**config.mk**
```make
export PLATFORM = sky130hd
export DESIGN_NAME = three_digit_seven_segment_mux_top
export DESIGN_NICKNAME = d
export VERILOG_FILES = /design/src/rtl/tdsm_pkg.sv /design/src/rtl/tdsm_digits.sv /design/src/rtl/tdsm_core.sv /design/src/rtl/three_digit_seven_segment_mux_top.sv
export SDC_FILE = /design/constraint.sdc
export NUM_CORES = 1
export LEC_CHECK = 0
export BUFFER_PORTS_ARGS = -buffer_cell sky130_fd_sc_hd__buf_4
export CAP_MARGIN = 20
export CORE_UTILIZATION = 60
export DETAILED_ROUTE_END_ITERATION = 6
export PLACE_DENSITY = 0.82
export SYNTH_ARGS = -nofsm -noshare
export SYNTH_HDL_FRONTEND = slang
export SYNTH_SLANG_ARGS = --single-unit
```
**constraint.sdc**
```tcl
create_clock -name clk_i -period 14.8 [get_ports clk_i]
set_input_delay 2.96 -clock clk_i [delete_from_list [all_inputs] [get_ports clk_i]]
set_output_delay 2.96 -clock clk_i [all_outputs]
set_load 0.005 [all_outputs]
```
**src/rtl/tdsm_pkg.sv**
```systemverilog
`default_nettype none
package tdsm_pkg;

  localparam int unsigned NumDigits = 3;

  typedef logic [3:0] code_t;

  localparam code_t CodeBlank = 4'd10;
  localparam code_t CodeMinus = 4'd11;

  localparam logic signed [15:0] ShowMax = 16'sd999;
  localparam logic signed [15:0] ShowMin = -16'sd99;

  typedef enum logic [1:0] {
    KIND_TICK  = 2'd0,
    KIND_SHOW  = 2'd1,
    KIND_CLEAR = 2'd2,
    KIND_POINT = 2'd3
  } kind_e;

  // one input item as held in the input register
  typedef struct packed {
    kind_e              kind;
    logic signed [15:0] value;
    logic [1:0]         digit;
    logic               dp_on;
  } item_t;

  // current display drive
  typedef struct packed {
    logic [2:0] digit_enable;
    logic       point_out;
    logic [6:0] segments;
  } drive_t;

  // segment font, bit0 is A through bit6 is G
  function automatic logic [6:0] font(input code_t code);
    logic [6:0] seg;
    unique case (code)
      4'd0:      seg = 7'h3F;
      4'd1:      seg = 7'h06;
      4'd2:      seg = 7'h5B;
      4'd3:      seg = 7'h4F;
      4'd4:      seg = 7'h66;
      4'd5:      seg = 7'h6D;
      4'd6:      seg = 7'h7D;
      4'd7:      seg = 7'h07;
      4'd8:      seg = 7'h7F;
      4'd9:      seg = 7'h6F;
      CodeMinus: seg = 7'h40;
      default:   seg = 7'h00;
    endcase
    return seg;
  endfunction

endpackage
`default_nettype wire

```
**src/rtl/tdsm_digits.sv**
```systemverilog
`default_nettype none
module tdsm_digits (
  input  wire logic signed [15:0]         value_i,
  output tdsm_pkg::code_t [2:0]           codes_o
);
  import tdsm_pkg::*;

  logic signed [15:0] clamped;
  logic               neg;
  logic [15:0]        mag_full;
  logic [9:0]         mag;
  logic [15:0]        hund_prod;
  logic [17:0]        q10_prod;
  logic [3:0]         hund;
  logic [6:0]         q10;
  logic [6:0]         tens_w;
  logic [9:0]         ones_w;

  always_comb begin
    priority if (value_i > ShowMax) begin
      clamped = ShowMax;
    end else if (value_i < ShowMin) begin
      clamped = ShowMin;
    end else begin
      clamped = value_i;
    end
  end

  assign neg      = value_i[15];
  assign mag_full = neg ? 16'(-clamped) : 16'(clamped);
  assign mag      = mag_full[9:0];

  // reciprocal multiplies, exact for mag below 1000
  assign hund_prod = {6'd0, mag} * 16'd41;
  assign q10_prod  = {8'd0, mag} * 18'd205;
  assign hund      = hund_prod[15:12];
  assign q10       = q10_prod[17:11];
  assign tens_w    = q10 - ({3'd0, hund} * 7'd10);
  assign ones_w    = mag - ({3'd0, q10} * 10'd10);

  always_comb begin
    if (neg) begin
      codes_o[0] = CodeMinus;
    end else if (mag < 10'd100) begin
      codes_o[0] = CodeBlank;
    end else begin
      codes_o[0] = hund;
    end
    codes_o[1] = (mag < 10'd10) ? CodeBlank : tens_w[3:0];
    codes_o[2] = ones_w[3:0];
  end

endmodule
`default_nettype wire

```
**src/rtl/tdsm_core.sv**
```systemverilog
`default_nettype none
module tdsm_core (
  input  wire logic             clk_i,
  input  wire logic             rst_ni,
  input  wire logic             en_i,
  input  wire tdsm_pkg::item_t  item_i,
  input  wire logic [15:0]      period_i,
  output tdsm_pkg::drive_t      drive_o
);
  import tdsm_pkg::*;

  code_t [2:0] codes_q, codes_d;
  code_t [2:0] show_codes;
  logic [2:0]  points_q, points_d;
  logic [1:0]  scan_q, scan_d;
  logic [15:0] elapsed_q, elapsed_d;
  drive_t      drive_q, drive_d;
  logic [16:0] elapsed_inc;
  logic        step;

  tdsm_digits u_digits (
    .value_i (item_i.value),
    .codes_o (show_codes)
  );

  assign elapsed_inc = {1'b0, elapsed_q} + 17'd1;
  assign step        = elapsed_inc >= {1'b0, period_i};

  always_comb begin
    codes_d   = codes_q;
    points_d  = points_q;
    scan_d    = scan_q;
    elapsed_d = elapsed_q;
    drive_d   = drive_q;
    if (en_i) begin
      unique case (item_i.kind)
        KIND_TICK: begin
          if (step) begin
            elapsed_d             = '0;
            drive_d.segments      = font(codes_q[scan_q]);
            drive_d.point_out     = points_q[scan_q];
            drive_d.digit_enable  = 3'(1) << scan_q;
            scan_d                = (scan_q >= 2'(NumDigits - 1)) ? 2'd0 : scan_q + 2'd1;
          end else begin
            elapsed_d = elapsed_inc[15:0];
          end
        end
        KIND_SHOW: codes_d = show_codes;
        KIND_CLEAR: begin
          codes_d  = {NumDigits{CodeBlank}};
          points_d = '0;
        end
        KIND_POINT: begin
          if (item_i.digit < 2'(NumDigits)) begin
            points_d[item_i.digit] = item_i.dp_on;
          end
        end
        default: ;
      endcase
    end
  end

  always_ff @(posedge clk_i or negedge rst_ni) begin
    if (!rst_ni) begin
      codes_q   <= {NumDigits{CodeBlank}};
      points_q  <= '0;
      scan_q    <= '0;
      elapsed_q <= '0;
      drive_q   <= '0;
    end else begin
      codes_q   <= codes_d;
      points_q  <= points_d;
      scan_q    <= scan_d;
      elapsed_q <= elapsed_d;
      drive_q   <= drive_d;
    end
  end

  assign drive_o = drive_q;

  a_enable_onehot: assert property (@(posedge clk_i) disable iff (!rst_ni)
    $onehot0(drive_q.digit_enable))
    else $error("digit enable not one-hot");

  a_scan_range: assert property (@(posedge clk_i) disable iff (!rst_ni)
    scan_q != 2'd3)
    else $error("scan position out of range");

  a_drive_hold: assert property (@(posedge clk_i) disable iff (!rst_ni)
    (!en_i || item_i.kind != KIND_TICK) |=> $stable(drive_q))
    else $error("drive changed without a tick");

  a_time_hold: assert property (@(posedge clk_i) disable iff (!rst_ni)
    (en_i && item_i.kind != KIND_TICK) |=> $stable(elapsed_q) && $stable(scan_q))
    else $error("non-tick item advanced the scan");

endmodule
`default_nettype wire

```
**src/rtl/three_digit_seven_segment_mux_top.sv**
```systemverilog
`default_nettype none
// three-digit multiplexed seven-segment display driver, common cathode
//
// s_axis: one item per handshake; tuser carries the kind (tick, show,
//   clear, set point), tdata carries value, digit and dp_on
// m_axis: exactly one item per input item, the drive after that item:
//   segments, decimal point and one-hot digit enable
// cfg: write of refresh_period (ticks per scan step), always ready;
//   write only while no item is in flight
//
// path: an accepted item passes two register stages (input, display
//   state) before its result is on m_axis
// throughput: one item per cycle, set by the single update of the
//   display state register; s_axis_tready drops only when both the input
//   register and the result register are full and m_axis stalls
// reset: digits blank, points off, scan at digit 0, tick count zero,
//   drive all dark, refresh_period 2
// stall: the result holds on m_axis; one more item is buffered in the
//   input register before s_axis backs up
module three_digit_seven_segment_mux_top (
  input  wire logic        clk_i,
  input  wire logic        rst_ni,
  // input items
  input  wire logic        s_axis_tvalid,
  output      logic        s_axis_tready,
  input  wire logic [23:0] s_axis_tdata,  // value[15:0], digit[17:16], dp_on[18], zero
  input  wire logic [1:0]  s_axis_tuser,  // kind[1:0]
  // result items
  output      logic        m_axis_tvalid,
  input  wire logic        m_axis_tready,
  output      logic [15:0] m_axis_tdata,  // segments[6:0], point_out[7], digit_enable[10:8], zero
  // configuration write
  input  wire logic        cfg_valid_i,
  output      logic        cfg_ready_o,
  input  wire logic [15:0] cfg_data_i      // refresh_period
);
  import tdsm_pkg::*;

  logic        in_valid_q;
  item_t       item_q;
  logic        out_valid_q;
  logic [15:0] period_q;
  logic        advance;
  drive_t      drive;

  // the display state register doubles as the result register, so it
  // only moves when the result slot is free or being taken
  assign advance       = in_valid_q && (!out_valid_q || m_axis_tready);
  assign s_axis_tready = !in_valid_q || advance;
  assign cfg_ready_o   = 1'b1;

  always_ff @(posedge clk_i or negedge rst_ni) begin
    if (!rst_ni) begin
      in_valid_q  <= 1'b0;
      out_valid_q <= 1'b0;
      period_q    <= 16'd2;
    end else begin
      if (s_axis_tready) begin
        in_valid_q <= s_axis_tvalid;
      end
      if (advance) begin
        out_valid_q <= 1'b1;
      end else if (m_axis_tready) begin
        out_valid_q <= 1'b0;
      end
      if (cfg_valid_i) begin
        period_q <= cfg_data_i;
      end
    end
  end

  // payload of the input register, no reset
  always_ff @(posedge clk_i) begin
    if (s_axis_tready && s_axis_tvalid) begin
      item_q.kind  <= kind_e'(s_axis_tuser);
      item_q.value <= s_axis_tdata[15:0];
      item_q.digit <= s_axis_tdata[17:16];
      item_q.dp_on <= s_axis_tdata[18];
    end
  end

  tdsm_core u_core (
    .clk_i    (clk_i),
    .rst_ni   (rst_ni),
    .en_i     (advance),
    .item_i   (item_q),
    .period_i (period_q),
    .drive_o  (drive)
  );

  assign m_axis_tvalid = out_valid_q;
  assign m_axis_tdata  = {5'd0, drive.digit_enable, drive.point_out, drive.segments};

endmodule
`default_nettype wire

```
== Yosys cells after proc, flatten, opt, wreduce, memory -nomap -nowiden ==
Memories as Yosys holds them, arrays and structs flattened. A register that Yosys moved wholly into a read port is not among the register bits.
Cells that the tools add are included.
Operators by class
  add/sub/neg operators: 5
  $mul: 4
  $lt $le $gt $ge: 10
  equality and inequality tests: 4
  shift-type cells: 1
  multiplexer cells: 20
  reduce and logical (&&, ||, !) cells: 16
Operators with widths (number)
  $mux W10: 3
  $pmux W12 S2: 1
  $mul A10 B8 Y18 const B: 1
  $add A16 B1 Y17 const B: 1
  $ge A17 B16 Y1: 1
  $gt A16 B11 Y1 const B: 1
  $lt A16 B8 Y1 const B: 1
  $mul A10 B6 Y16 const B: 1
  $mux W16: 1
  $mux W4: 4
  $lt A10 B4 Y1 const B: 1
  $lt A10 B7 Y1 const B: 1
  $neg A10 Y10: 1
  $bmux W4 S2: 1
  $sub A4 B4 Y4: 2
  $mul A7 B3 Y3 const B: 1
  $lt A2 B3 Y1 const B: 2
  $pmux W3 S2: 1
  $reduce_and A3 Y1: 2
  $reduce_bool A2 Y1: 3
  $eq A2 B2 Y1 const B: 2
  $mul A4 B3 Y3 const B: 1
  $mux W1: 4
  $reduce_and A2 Y1: 2
  other kinds (16): 21
Storage, ports and cells
  register bits: 76
  memory bits (read-only): 112
  input bits: 47
  output and inout bits: 19
  word-level logic and storage cells: 76
  memories: 1
Memory list
  (no name shown): depth 16, bits a word 7, rd ports 1, clocked after memory_dff 1, write ports 0, line tdsm_pkg.sv:39  | unique case (code)

== Logic depth before layout (Yosys ltp) ==
  depth in word-level cells: 10
  mapped depth: 35
  gate-level depth less buffers: 34

== By module ==
Synthesis repeated with hierarchy kept, for this count alone.
Unflattened totals
  cell total of the unflattened synthesis: 701
  area total of the unflattened synthesis: 6900.4 sq um
By module, submodules not included
  tdsm_core: instances 1, cells each 320, area each 2847.7 sq um, sequential area each 1058.5 sq um
  tdsm_digits: instances 1, cells each 310, area each 2630.0 sq um, sequential area each 0.0 sq um
  three_digit_seven_segment_mux_top: instances 1, cells each 71, area each 1422.6 sq um, sequential area each 1082.3 sq um

== Worst setup path after synthesis ==
Ideal clock, no wire load.
  path kind: register to register
  start point: register item_q[16] (netlist name)
  end point: register u_core.codes_q[7] (netlist name)
  library setup time: 0.073 ns
  arrival: 7.365 ns
  required time: 14.727 ns
  setup slack: 7.362 ns
  stages on the path, launching flop included: 35
  path buffers: 0
  clock period less this slack: 7.438 ns
  path through: edfxtp_1 -> or4_4 -> or3_2 -> nor2_1 -> nor2_1 -> nor2_1 -> ha_1 -> nand2_1 -> o311ai_0 -> o21ai_2 -> ha_1 -> inv_1 -> fa_1 -> inv_1 -> fa_1 -> inv_1 -> fa_1 -> inv_1 -> ha_1 -> a21o_1 -> a21oi_1 -> nand2_1 -> o221ai_1 -> xnor2_1 -> inv_1 -> ha_1 -> inv_1 -> fa_1 -> xor2_1 -> xnor2_1 -> xnor2_1 -> xnor2_1 -> xnor2_1 -> xor3_1 -> a21oi_1
On the way
  word-level cells in the longest chain between the ends: 10
  elaborated cells on any way between the ends: 13
  those cells by class: add/sub: 2; mul: 3; order compare: 3; mux: 5
RTL lines
  start, declared: line three_digit_seven_segment_mux_top.sv:40  | item_t item_q;
  $lt A16 B8 Y1: line tdsm_digits.sv:22  | end else if (value_i < ShowMin) begin
  $mux W10: line tdsm_digits.sv:22
  $mux W10 (*): line tdsm_digits.sv:20  | priority if (value_i > ShowMax) begin
  $neg A10 Y10: line tdsm_digits.sv:30  | assign mag_full = neg ? 16'(-clamped) : 16'(clamped);
  $mux W10 (*): line tdsm_digits.sv:30
  $mul A10 B6 Y16: line tdsm_digits.sv:34  | assign hund_prod = {6'd0, mag} * 16'd41;
  $mul A4 B3 Y3: line tdsm_digits.sv:38  | assign tens_w = q10 - ({3'd0, hund} * 7'd10);
  $sub A4 B4 Y4: line tdsm_digits.sv:38
  $mux W4 (*): line tdsm_digits.sv:49  | codes_o[1] = (mag < 10'd10) ? CodeBlank : tens_w[3:0];
  $pmux W12 S2 (*): line tdsm_core.sv:36  | unique case (item_i.kind)
  end signal, assigned: line tdsm_core.sv:65  | codes_q <= {NumDigits{CodeBlank}};
  end signal, assigned: line tdsm_core.sv:71  | codes_q <= codes_d;
  end, declared: line tdsm_core.sv:12  | code_t [2:0] codes_q, codes_d;
Mark *: on every way between the ends. The rest lies on a longest branch, timed or not.
A chain may end at the register's enable or synchronous reset.

== Worst setup path in the final report ==
Same ends and word-level chain as after synthesis.

==> flow_summary.yaml <==
outcome:
  status: "completed"
placed_design:
  place_congestion: 0.861
  hpwl_mm: 10.3
  port_buffers: 54
  dp_slack_ns: 6.51
clock_network:
  numCtsBuffers: 9
  postCtsSetupBuffers: 0
  cts.sinks: 81
  clock_latency_ns: 0.37
  cts_resized: 0
  clockBufferDepth: 2
  cts_tree: "built"
  root_buffer: "clkbuf_8"
  holdBufCountCts: 0
  cts-htree-levels: 3
  clk_pin_slew_ns: 0.10
setup_path:
  required_ns: 15.10
  cp_max_fo: 6
  arrival_ns: 8.64
  worstSetupEndpointType: "register"
  worstSetupPathType: "reg2reg"
  start_kind: "register"
  cpMaxStageDelayCell: "or4_4"
  cp_top_family: "adder cells"
  cpPeakStageDelay_ns: 0.57
  crit_buf_inv: 6
  cpMostUsedCell: "inv_1"
drt:
  wl_mm: 13.2
  viasPerCell: 5.63
  avgRoutedWirePerCell_um: 15.0
  drtPass1Iterations: 5
  antenna_left: 0
  drc: 0
  drt_iter0_drc: 323
  vias: 4958
power_and_ir_drop:
  vdd_drop_max_mv: 0.0732
  p_per_area_nw_per_um2: 122
  power_w: 0.000886
  leakage_nw: 3.60
logic_synthesis:
  yosys.area.top_type_share_pct: 20.2
  synth_seq_cells: 81
  synthFlopType: "dfrtp_1"
  synth_compound_area_share_pct: 12.1
  ys_warn_count: 0
  synth_top_area_cell: "dfrtp_1"
  synth_edf_count: 21
  synthSimpleGateAreaFrac_pct: 13.4
  async_reset_ff_share_pct: 74.1
  synth_area_leaders: "dfrtp_1, ha_1, edfxtp_1, fa_1, inv_1"
  synth_mux_area_share_pct: 3.13
  ys_types: 62
  synth_top_family_by_area: "adder cells"
  synth_adder_area_share_pct: 26.1
  syn_avg_cell_area_um2: 9.45
  syn_inst: 693
  syn_area_um2: 6550
  seq_area_frac_synth_pct: 32.7
  synth_xor_area_share_pct: 4.89
grt:
  track_usage_pct: 24.7
  overflow: 0
  antenna_found_initial: 0
  grt_max_degree: 61
  grt_pass1_wl_mm: 22.4
  grt_pass1_vias: 5039
sta:
  finalHoldViolCount: 0
  drv_slew: 0
  period_share_pct: 56.4
  skew_ns: 0.0150
  max_freq_ghz: 0.120
  rsz0062_at_grt: "false"
  setup_tns_ns: 0
  min_period_ns: 8.34
  slew_headroom_pct: 39.0
  setup_viol: 0
  tightest_slew_ns: 0.915
  layout_setup_ws_ns: 6.46
final_layout:
  drive_gt1_share_pct: 13.3
  area_delta_synth_final_pct: 10.5
  nets: 910
  finish.utilization_pct: 69.2
  diodes: 0
  fillers: 783
die:
  start_util_pct: 62.6
  placementRows: 37
  pin_count: 66
  core_um2: 10500
  dieArea_um2: 11300
  die_w_um: 106
  die_h_um: 106
run:
  cap_violations: 0
min_path:
  hold_path.class: "reg2reg"
[worst reg2reg max path, delay by kind of cell, from the launching register on]
family	cells	cell delay, ns
AOI/OAI and AO/OA	6	1.42
adders and majority gates	8	3.04
xor gates and xnor gates	7	1.42
and+or+nand+nor	7	1.65
buffers and inverters	6	0.37
DFF	1	0.38
[synthesized netlist by cell type (3+ instances only)]
| cell type | instances |
|---|---|
| ha_1 | 100 |
| o211ai_1 | 3 |
| mux2_2 | 10 |
| inv_1 | 102 |
| and2_1 | 3 |
| mux2i_1 | 7 |
| nor2_1 | 39 |
| a31oi_1 | 12 |
| dfrtp_1 | 53 |
| o21bai_1 | 4 |
| a21oi_1 | 20 |
| nor3_1 | 8 |
| buf_4 | 7 |
| nand3_1 | 17 |
| clkbuf_1 | 13 |
| xnor2_1 | 22 |
| edfxtp_1 | 21 |
| xor2_1 | 10 |
| o22ai_1 | 5 |
| dfstp_2 | 7 |
| o21ai_0 | 41 |
| nand2b_1 | 7 |
| and3_1 | 8 |
| buf_2 | 3 |
| a22o_1 | 4 |
| a21o_1 | 4 |
| nor2b_1 | 7 |
| nand4_1 | 9 |
| fa_1 | 23 |
| o21a_1 | 6 |
| nand2_1 | 77 |
[metrics by stage]
stage / area (um2) / hold slack [ns] / instances
floorplan: 6570 / 0.448 / 697
global placement: 7030 / 0.475 / 864
detailed placement: 7030 / 0.479 / 864
CTS: 7230 / 0.499 / 880
global route: 7240 / 0.523 / 881
finish: 7240 / 0.499 / 881
[routing by layer]
layer	part of all wire, %	global-route usage [%]	vias up
met4	2.2	9.00	0
met3	4.3	4.05	28
met1	44	30.6	2353
li1	-	-	2438
met2	50	43.5	139
met5	0	0	-
[sequential cells by signal, summed over array words and instances (netlist names)]
signal and flops:
u_core.scan_q 2, u_core.points_q 3, u_core.codes_q 12, u_core.elapsed_q 16
u_core.drive_o 9, in_valid_q 1, item_q 21, m_axis_tvalid 1
period_q 16
[layout make-up]
| class | count | area (um2) | share of cell area, % |
|---|---|---|---|
| clock inverters | 7 | 81.3 | 1.12 |
| multi-input cells | 491 | 3930 | 54.2 |
| well taps | 136 | 170 | 2.35 |
| inverters | 102 | 383 | 5.29 |
| repair buffers | 55 | 413 | 5.70 |
| flip-flops and latches | 81 | 2140 | 29.6 |
| clock buffers | 9 | 124 | 1.71 |
[cells by family after synthesis]
logic type | count (synthesis)
buffers and inverters | 125
muxes | 19
DFF | 81
adders and majority gates | 123
and+or+nand+nor | 187
other | 2
AOI/OAI and AO/OA | 122
xor gates and xnor gates | 34
[final timing paths]
path	start	end	slack, ns	cells after the start
min in group asynchronous	rst_ni	u_core.drive_o[3]	2.64	1
max in group asynchronous	rst_ni	m_axis_tvalid	11.64	1
min reg2reg	u_core.drive_o[1]	u_core.drive_o[1]	0.50	1
min	u_core.drive_o[1]	u_core.drive_o[1]	0.50	1
max reg2reg	item_q[16]	u_core.codes_q[7]	6.46	34
max	item_q[16]	u_core.codes_q[7]	6.46	34
[where the power goes]
| part | total (W) | switching [W] | internal [W] |
|---|---|---|---|
| sequential | 0.000308 | 0.0000340 | 0.000274 |
| clock | 0.000169 | 0.0000882 | 0.0000809 |
| combinational | 0.000409 | 0.000220 | 0.000189 |
[cell usage in the layout, fill, tap and decap left out, types with 3 or more instances in the layout]
cell,instances
fa_1,23
conb_1,6
ha_1,100
nand2b_1,7
o21bai_1,4
inv_6,3
nand4_1,9
o21ai_0,41
clkbuf_8,9
buf_4,55
xor2_1,10
edfxtp_1,21
a22o_1,4
xnor2_1,22
mux2i_1,7
dfrtp_1,53
nor2_1,39
o21a_1,6
mux2_2,10
a31oi_1,12
a21oi_1,20
o211ai_1,3
nor2b_1,7
and2_1,3
nand3_1,17
o22ai_1,5
nand2_1,77
and3_1,8
a21o_1,4
dfstp_2,7
nor3_1,8
inv_1,102
No activity file was read; power rests on OpenSTA's default activity.
